<file path="config.mk">
export PLATFORM = sky130hd
export DESIGN_NAME = node_fit_allocator_top
export DESIGN_NICKNAME = d
export VERILOG_FILES = /design/src/rtl/nfa_pkg.sv /design/src/rtl/node_fit_allocator_top.sv
export VERILOG_INCLUDE_DIRS = /design/src /design/src/rtl
export SDC_FILE = /design/constraint.sdc
export NUM_CORES = 2
export LEC_CHECK = 0
export BUFFER_PORTS_ARGS = -buffer_cell sky130_fd_sc_hd__buf_2
export CORE_AREA = 2 2 507 509
export CTS_CLUSTER_SIZE = 14
export DETAILED_ROUTE_END_ITERATION = 6
export DIE_AREA = 0 0 509 511
export GPL_TIMING_DRIVEN = 1
export PLACE_DENSITY = 0.52
export SYNTH_ARGS = -nofsm -noshare
export SYNTH_HDL_FRONTEND = slang
export SYNTH_SLANG_ARGS = --single-unit
</file>
<file path="constraint.sdc">
create_clock -name clk_i -period 24.7 [get_ports clk_i]
set_input_delay 1.235 -clock clk_i [delete_from_list [all_inputs] [get_ports clk_i]]
set_output_delay 1.235 -clock clk_i [all_outputs]
set_load 0.03 [all_outputs]
</file>
<file path="src/rtl/assert_macros.svh">
// Assertion macros shared by the RTL; empty when SYNTHESIS is defined.
`ifndef ASSERT_MACROS_SVH
`define ASSERT_MACROS_SVH
`ifndef SYNTHESIS
// Checked while reset is released.
`define NFA_ASSERT(lbl, clk, rst_n, prop) \
  lbl: assert property (@(posedge clk) disable iff (!rst_n) prop) \
    else $error("nfa assertion failed");
// Checked at every edge, reset included.
`define NFA_ASSERT_ALWAYS(lbl, clk, prop) \
  lbl: assert property (@(posedge clk) prop) \
    else $error("nfa assertion failed");
`else
`define NFA_ASSERT(lbl, clk, rst_n, prop)
`define NFA_ASSERT_ALWAYS(lbl, clk, prop)
`endif
`endif

</file>
<file path="src/rtl/nfa_pkg.sv">
// Types and constants of the node fit allocator.
package nfa_pkg;

  localparam int unsigned NODE_COUNT_DEF = 128;

  localparam logic [7:0]  RST_CORES  = 8'd24;
  localparam logic [7:0]  RST_MEMORY = 8'd64;
  localparam logic [14:0] SUM_MAX    = 15'h7fff;
  localparam logic [15:0] COUNT_MAX  = 16'hffff;

  typedef enum logic [1:0] {
    FIT_FIRST = 2'd0,
    FIT_BEST  = 2'd1,
    FIT_WORST = 2'd2
  } fit_policy_e;

  typedef enum logic [1:0] {
    REG_FIT_POLICY = 2'd0,
    REG_CORE_CAP   = 2'd1,
    REG_MEM_CAP    = 2'd2
  } cfg_reg_e;

  typedef enum logic {
    CMD_ALLOC = 1'b0,
    CMD_CLEAR = 1'b1
  } cmd_e;

  typedef enum logic [2:0] {
    ST_INIT,
    ST_IDLE,
    ST_SCAN,
    ST_FILL,
    ST_FINISH
  } state_e;

endpackage

</file>
<file path="src/rtl/node_fit_allocator_top.sv">
// Node fit allocator: node table in one memory, scanned once per allocate job.
//
//   channel | direction | word
//   in      | sink      | cmd_i, cores_required_i, memory_required_i
//   out     | source    | granted_o, node_index_o, totals, jobs_placed_o
//   cfg     | sink      | cfg_index_i, cfg_data_i (always ready)
//
// Allocate: the single read port of the node memory walks every entry
// once, one per cycle. Clear: one memory write per entry.
// After reset a fill sweep loads 24 cores / 64 memory into every node;
// in_ready_o stays low until it ends.
// A result waiting on out_ready_i does not block accepting the next word;
// the finish step waits only if the output register is still full.
`include "assert_macros.svh"

module node_fit_allocator_top #(
  parameter int unsigned NODE_COUNT = nfa_pkg::NODE_COUNT_DEF
) (
  input  logic        clk_i,
  input  logic        rst_ni,
  // config write channel
  input  logic        cfg_valid_i,
  output logic        cfg_ready_o,
  input  logic [1:0]  cfg_index_i,
  input  logic [7:0]  cfg_data_i,
  // input channel
  input  logic        in_valid_i,
  output logic        in_ready_o,
  input  logic        cmd_i,
  input  logic [7:0]  cores_required_i,
  input  logic [7:0]  memory_required_i,
  // output channel
  output logic        out_valid_o,
  input  logic        out_ready_i,
  output logic        granted_o,
  output logic [6:0]  node_index_o,
  output logic [14:0] total_cores_used_o,
  output logic [14:0] total_memory_used_o,
  output logic [15:0] jobs_placed_o
);

  localparam int unsigned AW = (NODE_COUNT > 1) ? $clog2(NODE_COUNT) : 1;
  localparam int unsigned CW = $clog2(NODE_COUNT + 1);
  localparam logic [CW-1:0] CNT_END  = CW'(NODE_COUNT);
  localparam logic [CW-1:0] CNT_LAST = CW'(NODE_COUNT - 1);

  // config registers
  logic [1:0] policy_q;
  logic [7:0] core_cap_q, mem_cap_q;

  // control
  nfa_pkg::state_e state_q, state_d;
  logic [CW-1:0]   cnt_q;
  logic            rdv_q;
  logic [AW-1:0]   ridx_q;

  // job word
  logic       cmd_q;
  logic [7:0] need_c_q, need_m_q;

  // current choice
  logic          found_q;
  logic [AW-1:0] pick_q;
  logic [7:0]    pc_q, pm_q;

  // totals
  logic [14:0] csum_q, msum_q, csum_d, msum_d;
  logic [15:0] jobs_q, jobs_d;
  logic [15:0] csum_ext, msum_ext;

  // memory: {free cores, free memory}
  logic [15:0]   mem_q [NODE_COUNT];
  logic [15:0]   rd_data_q;
  logic          mem_we;
  logic [AW-1:0] mem_waddr;
  logic [15:0]   mem_wdata;

  // output register
  logic        out_vld_q;
  logic        granted_q;
  logic [6:0]  nidx_q;
  logic [14:0] ocsum_q, omsum_q;
  logic [15:0] ojobs_q;

  logic in_acc, out_load, scan_issue, scan_done, take;
  logic [7:0] fc, fm;
  logic elig, better, worse;

  assign cfg_ready_o = 1'b1;

  // config writes
  always_ff @(posedge clk_i or negedge rst_ni) begin
    if (!rst_ni) begin
      policy_q   <= nfa_pkg::FIT_FIRST;
      core_cap_q <= nfa_pkg::RST_CORES;
      mem_cap_q  <= nfa_pkg::RST_MEMORY;
    end else if (cfg_valid_i) begin
      case (cfg_index_i)
        nfa_pkg::REG_FIT_POLICY: policy_q   <= cfg_data_i[1:0];
        nfa_pkg::REG_CORE_CAP:   core_cap_q <= cfg_data_i;
        nfa_pkg::REG_MEM_CAP:    mem_cap_q  <= cfg_data_i;
        default: ;
      endcase
    end
  end

  // scan evaluation on the word read last cycle
  assign fc     = rd_data_q[15:8];
  assign fm     = rd_data_q[7:0];
  assign elig   = (fc >= need_c_q) && (fm >= need_m_q) &&
                  ((policy_q == nfa_pkg::FIT_FIRST) || (policy_q == nfa_pkg::FIT_BEST) ||
                   (policy_q == nfa_pkg::FIT_WORST));
  assign better = (policy_q == nfa_pkg::FIT_BEST)  && (fc < pc_q) && (fm < pm_q);
  assign worse  = (policy_q == nfa_pkg::FIT_WORST) && (fc > pc_q) && (fm > pm_q);
  assign take   = rdv_q && elig && (!found_q || better || worse);

  assign scan_issue = (state_q == nfa_pkg::ST_SCAN) && (cnt_q != CNT_END);
  assign scan_done  = (state_q == nfa_pkg::ST_SCAN) && (cnt_q == CNT_END) && !rdv_q;

  // saturating totals for the finish step
  assign csum_ext = {1'b0, csum_q} + 16'(need_c_q);
  assign msum_ext = {1'b0, msum_q} + 16'(need_m_q);
  always_comb begin
    csum_d = csum_q;
    msum_d = msum_q;
    jobs_d = jobs_q;
    if (cmd_q == nfa_pkg::CMD_CLEAR) begin
      csum_d = '0;
      msum_d = '0;
      jobs_d = '0;
    end else if (found_q) begin
      csum_d = csum_ext[15] ? nfa_pkg::SUM_MAX : csum_ext[14:0];
      msum_d = msum_ext[15] ? nfa_pkg::SUM_MAX : msum_ext[14:0];
      jobs_d = (jobs_q == nfa_pkg::COUNT_MAX) ? jobs_q : jobs_q + 16'd1;
    end
  end

  // next state
  always_comb begin
    state_d = state_q;
    case (state_q)
      nfa_pkg::ST_INIT:   if (cnt_q == CNT_LAST) state_d = nfa_pkg::ST_IDLE;
      nfa_pkg::ST_IDLE: begin
        if (in_valid_i) begin
          state_d = (cmd_i == nfa_pkg::CMD_CLEAR) ? nfa_pkg::ST_FILL : nfa_pkg::ST_SCAN;
        end
      end
      nfa_pkg::ST_SCAN:   if (scan_done) state_d = nfa_pkg::ST_FINISH;
      nfa_pkg::ST_FILL:   if (cnt_q == CNT_LAST) state_d = nfa_pkg::ST_FINISH;
      nfa_pkg::ST_FINISH: if (!out_vld_q || out_ready_i) state_d = nfa_pkg::ST_IDLE;
      default:            state_d = nfa_pkg::ST_IDLE;
    endcase
  end

  // state outputs: handshake and memory write port
  always_comb begin
    in_ready_o = 1'b0;
    out_load   = 1'b0;
    mem_we     = 1'b0;
    mem_waddr  = cnt_q[AW-1:0];
    mem_wdata  = {core_cap_q, mem_cap_q};
    case (state_q)
      nfa_pkg::ST_INIT: begin
        mem_we    = 1'b1;
        mem_wdata = {nfa_pkg::RST_CORES, nfa_pkg::RST_MEMORY};
      end
      nfa_pkg::ST_IDLE: in_ready_o = 1'b1;
      nfa_pkg::ST_FILL: mem_we = 1'b1;
      nfa_pkg::ST_FINISH: begin
        out_load  = !out_vld_q || out_ready_i;
        mem_we    = out_load && found_q;
        mem_waddr = pick_q;
        mem_wdata = {pc_q - need_c_q, pm_q - need_m_q};
      end
      default: ;
    endcase
  end

  assign in_acc = in_valid_i && in_ready_o;

  // node memory, registered read
  always_ff @(posedge clk_i) begin
    if (mem_we) begin
      mem_q[mem_waddr] <= mem_wdata;
    end
    rd_data_q <= mem_q[cnt_q[AW-1:0]];
  end

  // control registers
  always_ff @(posedge clk_i or negedge rst_ni) begin
    if (!rst_ni) begin
      state_q <= nfa_pkg::ST_INIT;
      cnt_q   <= '0;
      rdv_q   <= 1'b0;
      found_q <= 1'b0;
      csum_q  <= '0;
      msum_q  <= '0;
      jobs_q  <= '0;
    end else begin
      state_q <= state_d;
      rdv_q   <= scan_issue;
      if (in_acc) begin
        cnt_q   <= '0;
        found_q <= 1'b0;
      end else if (scan_issue || state_q == nfa_pkg::ST_INIT ||
                   state_q == nfa_pkg::ST_FILL) begin
        cnt_q <= cnt_q + CW'(1);
      end
      if (take) found_q <= 1'b1;
      if (out_load) begin
        csum_q <= csum_d;
        msum_q <= msum_d;
        jobs_q <= jobs_d;
      end
    end
  end

  // job word and running choice
  always_ff @(posedge clk_i) begin
    ridx_q <= cnt_q[AW-1:0];
    if (in_acc) begin
      cmd_q    <= cmd_i;
      need_c_q <= cores_required_i;
      need_m_q <= memory_required_i;
    end
    if (take) begin
      pick_q <= ridx_q;
      pc_q   <= fc;
      pm_q   <= fm;
    end
  end

  // output register
  always_ff @(posedge clk_i or negedge rst_ni) begin
    if (!rst_ni) begin
      out_vld_q <= 1'b0;
    end else if (out_load) begin
      out_vld_q <= 1'b1;
    end else if (out_ready_i) begin
      out_vld_q <= 1'b0;
    end
  end

  always_ff @(posedge clk_i) begin
    if (out_load) begin
      granted_q <= found_q && (cmd_q == nfa_pkg::CMD_ALLOC);
      nidx_q    <= (found_q && (cmd_q == nfa_pkg::CMD_ALLOC)) ? 7'(pick_q) : 7'd0;
      ocsum_q   <= csum_d;
      omsum_q   <= msum_d;
      ojobs_q   <= jobs_d;
    end
  end

  assign out_valid_o         = out_vld_q;
  assign granted_o           = granted_q;
  assign node_index_o        = nidx_q;
  assign total_cores_used_o  = ocsum_q;
  assign total_memory_used_o = omsum_q;
  assign jobs_placed_o       = ojobs_q;

  // no node write while the scan is reading the table
  `NFA_ASSERT(a_no_write_in_scan, clk_i, rst_ni, (state_q == nfa_pkg::ST_SCAN) |-> !mem_we)
  // a held choice always names a real node
  `NFA_ASSERT(a_pick_in_range, clk_i, rst_ni, found_q |-> (32'(pick_q) < NODE_COUNT))
  // a granted result always comes with a nonzero placed count
  `NFA_ASSERT(a_grant_counted, clk_i, rst_ni, (out_vld_q && granted_q) |-> (ojobs_q != 16'd0))
  // no read word in flight while a new job can be taken
  `NFA_ASSERT_ALWAYS(a_idle_no_read, clk_i, in_ready_o |-> !rdv_q)

endmodule

</file>
==> run_results.csv <==
group,metric,value,unit
outcome,outcome,"completed",
critical_path,critPathArrivalTime,6.99,ns
yosys,synth.area.top_cells,"edfxtp_1, mux4_2, mux2i_1, dfrtp_1, a22oi_1",
critical_path,startpoint_type,"register",
die,die_area,260000,um^2
cts,insertion_delay,0.86,ns
die,core.rowCount,186,
timing,setup_violations,0,
global_route,grt_util_all_layers,0.185,
detailed_routing,wl_per_cell,29.0,um
critical_path,worst-r2r-cell-count,9,
yosys,synthCells,4563,
placement,gp_congestion,0.834,
critical_path,crit_slowest_cell,"dfrtp_4",
die,die-width,509,um
timing,slew_headroom,0.177,
critical_path,path_class,"register to register",
detailed_routing,final_antenna_net_count,0,
finish,final_common_cell,"edfxtp_1",
yosys,synth_top_area_cell,"edfxtp_1",
pwr,ir_worst_vdd,0.0779,mV
detailed_routing,via_per_inst,5.47,
timing,rsz0062_at_grt,"no",
finish,drive_above_1_share,0.225,
yosys,syn_area_per_cell,19.4,um^2
timing,min_period,6.28,ns
die,initial_utilization,0.347,
global_route,antenna_found_initial,4,
critical_path,cp_cell_sequence,"buf_4 -> buf_4 -> buf_4 -> mux4_2 -> a32o_1 -> a221oi_1 -> a31oi_1 -> a21oi_1 -> nand3_1",
detailed_routing,drc,0,
timing,finClkSkew,0.0366,ns
critical_path,worstPathRequired,25.41,ns
finish,nNetsFinal,4961,
global_route,grt_max_degree,114,
cts,hold_buffers,0,
detailed_routing,firstDrtPassIters,6,
pwr,p_per_area,107,nW/um^2
yosys,async_flop_share,0.0348,
pwr,p_leak,32.3,nW
critical_path,critPathMaxFanout,47,
yosys,yosysUniqueCellTypes,84,
timing,setup-tns-final,0,ns
flow_run,max-cap-violations,0,
timing,fin_crit_sh,0.254,
yosys,ys_seq_area_frac,0.753,
cts,cts_made_buffers,229,
critical_path,rrSetupSlack,18.42,ns
global_route,grt-ovfl-total,0,
yosys,synth-edff-count,2142,
yosys,syn_nets,4664,
yosys,syn_area,88600,um^2
yosys,ys.flop_type,"edfxtp_1",
cts,clock_sinks,2243,
critical_path,cp_common_cell,"buf_4",
timing,fin_ws,18.42,ns
global_route,grt_pass1_wl,346000,um
critical_path,slowest_delay,0.84,ns
global_route,grt_pass1_vias,45700,
die,die_y,511,um
cts,cts_setup_buffers,0,
cts,clockBufferDepth,3,
cts,cts_tree,"yes",
die,pin_count,89,
finish,final_cell_mix,"edfxtp_1, mux4_2, clkbuf_16",
die,core,255000,um^2
placement,dp_worst_setup_slack,18.39,ns
timing,worst_pin_slew,1.23,ns
finish,syn_to_final_growth,14.2,%
detailed_routing,drtIter0Drc,4905,
critical_path,r2r-end,"rd_data_q[6]",
critical_path,worst_r2r_startpoint,"cnt_q[0]",
cts,cts.clk_slew.worst_paths,0.06,ns
finish,fin_util,0.397,
timing,slew_violations,0,
placement,port_buffers,87,
detailed_routing,routed_wl,245000,um
yosys,synth_top_cell_area_share,0.726,
timing,hold_viol,0,
worst_hold_path,hold_path_class,"primary input to asynchronous set/reset pin",
critical_path,endpoint_kind,"register",
yosys,ys_seq_elements,2243,
detailed_routing,vias,46100,
cts,cts_resized,0,
timing,fmax,159,MHz
cts,root_buffer,"clkbuf_16",
placement,dp_hpwl,145000,um
cts,h-tree-depth,4,
yosys,yosys_warnings,0,
-- area by class of cell --
type | count | area (um^2)
clock inverters | 123 | 961
flip-flops and latches | 2243 | 66700
clock buffers | 302 | 6360
fillers | 22900 | 154000
well taps | 3384 | 4230
multi-input cells | 2021 | 20500
diodes | 2 | 5.00
inverters | 55 | 208
repair buffers | 310 | 2190
-- state kept, by name, summed over array words and instances (netlist names), 2 cells and up --
register and count:
jobs_q 16, mem_cap_q 8, pm_q 8, msum_q 15, mem_q 2048, csum_q 15
state_q 3, need_m_q 8, node_index_o 7, total_memory_used_o 15, need_c_q 8, ridx_q 7
policy_q 2, total_cores_used_o 15, cnt_q 8, jobs_placed_o 16, core_cap_q 8, pc_q 8
pick_q 7, rd_data_q 16
-- cell usage after synthesis, drive strengths merged, types with 60 or more instances --
| library cell | number |
|---|---|
| a211oi | 61 |
| buf | 135 |
| nand2 | 133 |
| edfxtp | 2142 |
| a22oi | 138 |
| nor2 | 245 |
| nand3 | 74 |
| ha | 65 |
| mux4 | 397 |
| mux2i | 212 |
| a21oi | 121 |
| o21ai | 60 |
| clkbuf | 109 |
| dfrtp | 75 |
-- cells by family (layout without fill, tap and decap cells) --
group / after synthesis / in the layout / synth area share
xor+xnor: 50 / 50 / 0.00494
other cells: 1 / 3 / 0.0000423
compound gates: 641 / 641 / 0.0516
flops: 2243 / 2243 / 0.753
fa+ha+maj: 69 / 69 / 0.0101
mux: 664 / 664 / 0.132
simple gates: 596 / 596 / 0.0307
buf+inv: 299 / 790 / 0.0179
-- routing by layer --
metal | GRT usage | vias up | wire, um
met5 | 0 | - | 0
met4 | 0.0559 | 0 | 7050
met3 | 0.0301 | 316 | 15300
met2 | 0.290 | 1602 | 114000
met1 | 0.266 | 24800 | 108000
li1 | - | 19400 | -
-- power breakdown --
part / switching, mW / total (mW) / internal (mW)
clock network: 1.44 / 3.38 / 1.93
registers: 0.0998 / 4.82 / 4.72
logic: 1.70 / 2.61 / 0.909
-- worst max-delay path: cells and delay by family, from the launching register on --
family | cells | cell delay [ns]
compound gates | 4 | 2.27
buf+inv | 3 | 2.13
flops | 1 | 0.84
mux | 1 | 0.59
simple gates | 1 | 0.15
-- through the flow --
stage               hold WS, ns  cells  cell area, um^2  power (mW)
floorplan                 0.342   4563            88600        6.72
global placement          0.388   8013            93900        7.51
detailed placement        0.389   8013            93900        7.54
CTS                       0.213   8438           101000        10.9
global route              0.259   8439           101000        11.2
finish                    0.275   8440           101000        10.8
-- worst max-delay path by stage --
stage / start / endpoint / slack, ns / depth (start not counted)
5_1_grt: cnt_q[0] / rd_data_q[6] / 18.07 / 9
2_1_floorplan: pc_q[0] / mem_q[0][14] / 16.81 / 10
3_3_place_gp: cnt_q[0] / rd_data_q[6] / 18.37 / 9
6_report: cnt_q[0] / rd_data_q[6] / 18.42 / 9
4_1_cts: cnt_q[0] / rd_data_q[6] / 18.37 / 9
3_5_place_dp: cnt_q[0] / rd_data_q[6] / 18.39 / 9
Note: power is estimated with default switching activity, not from simulation.
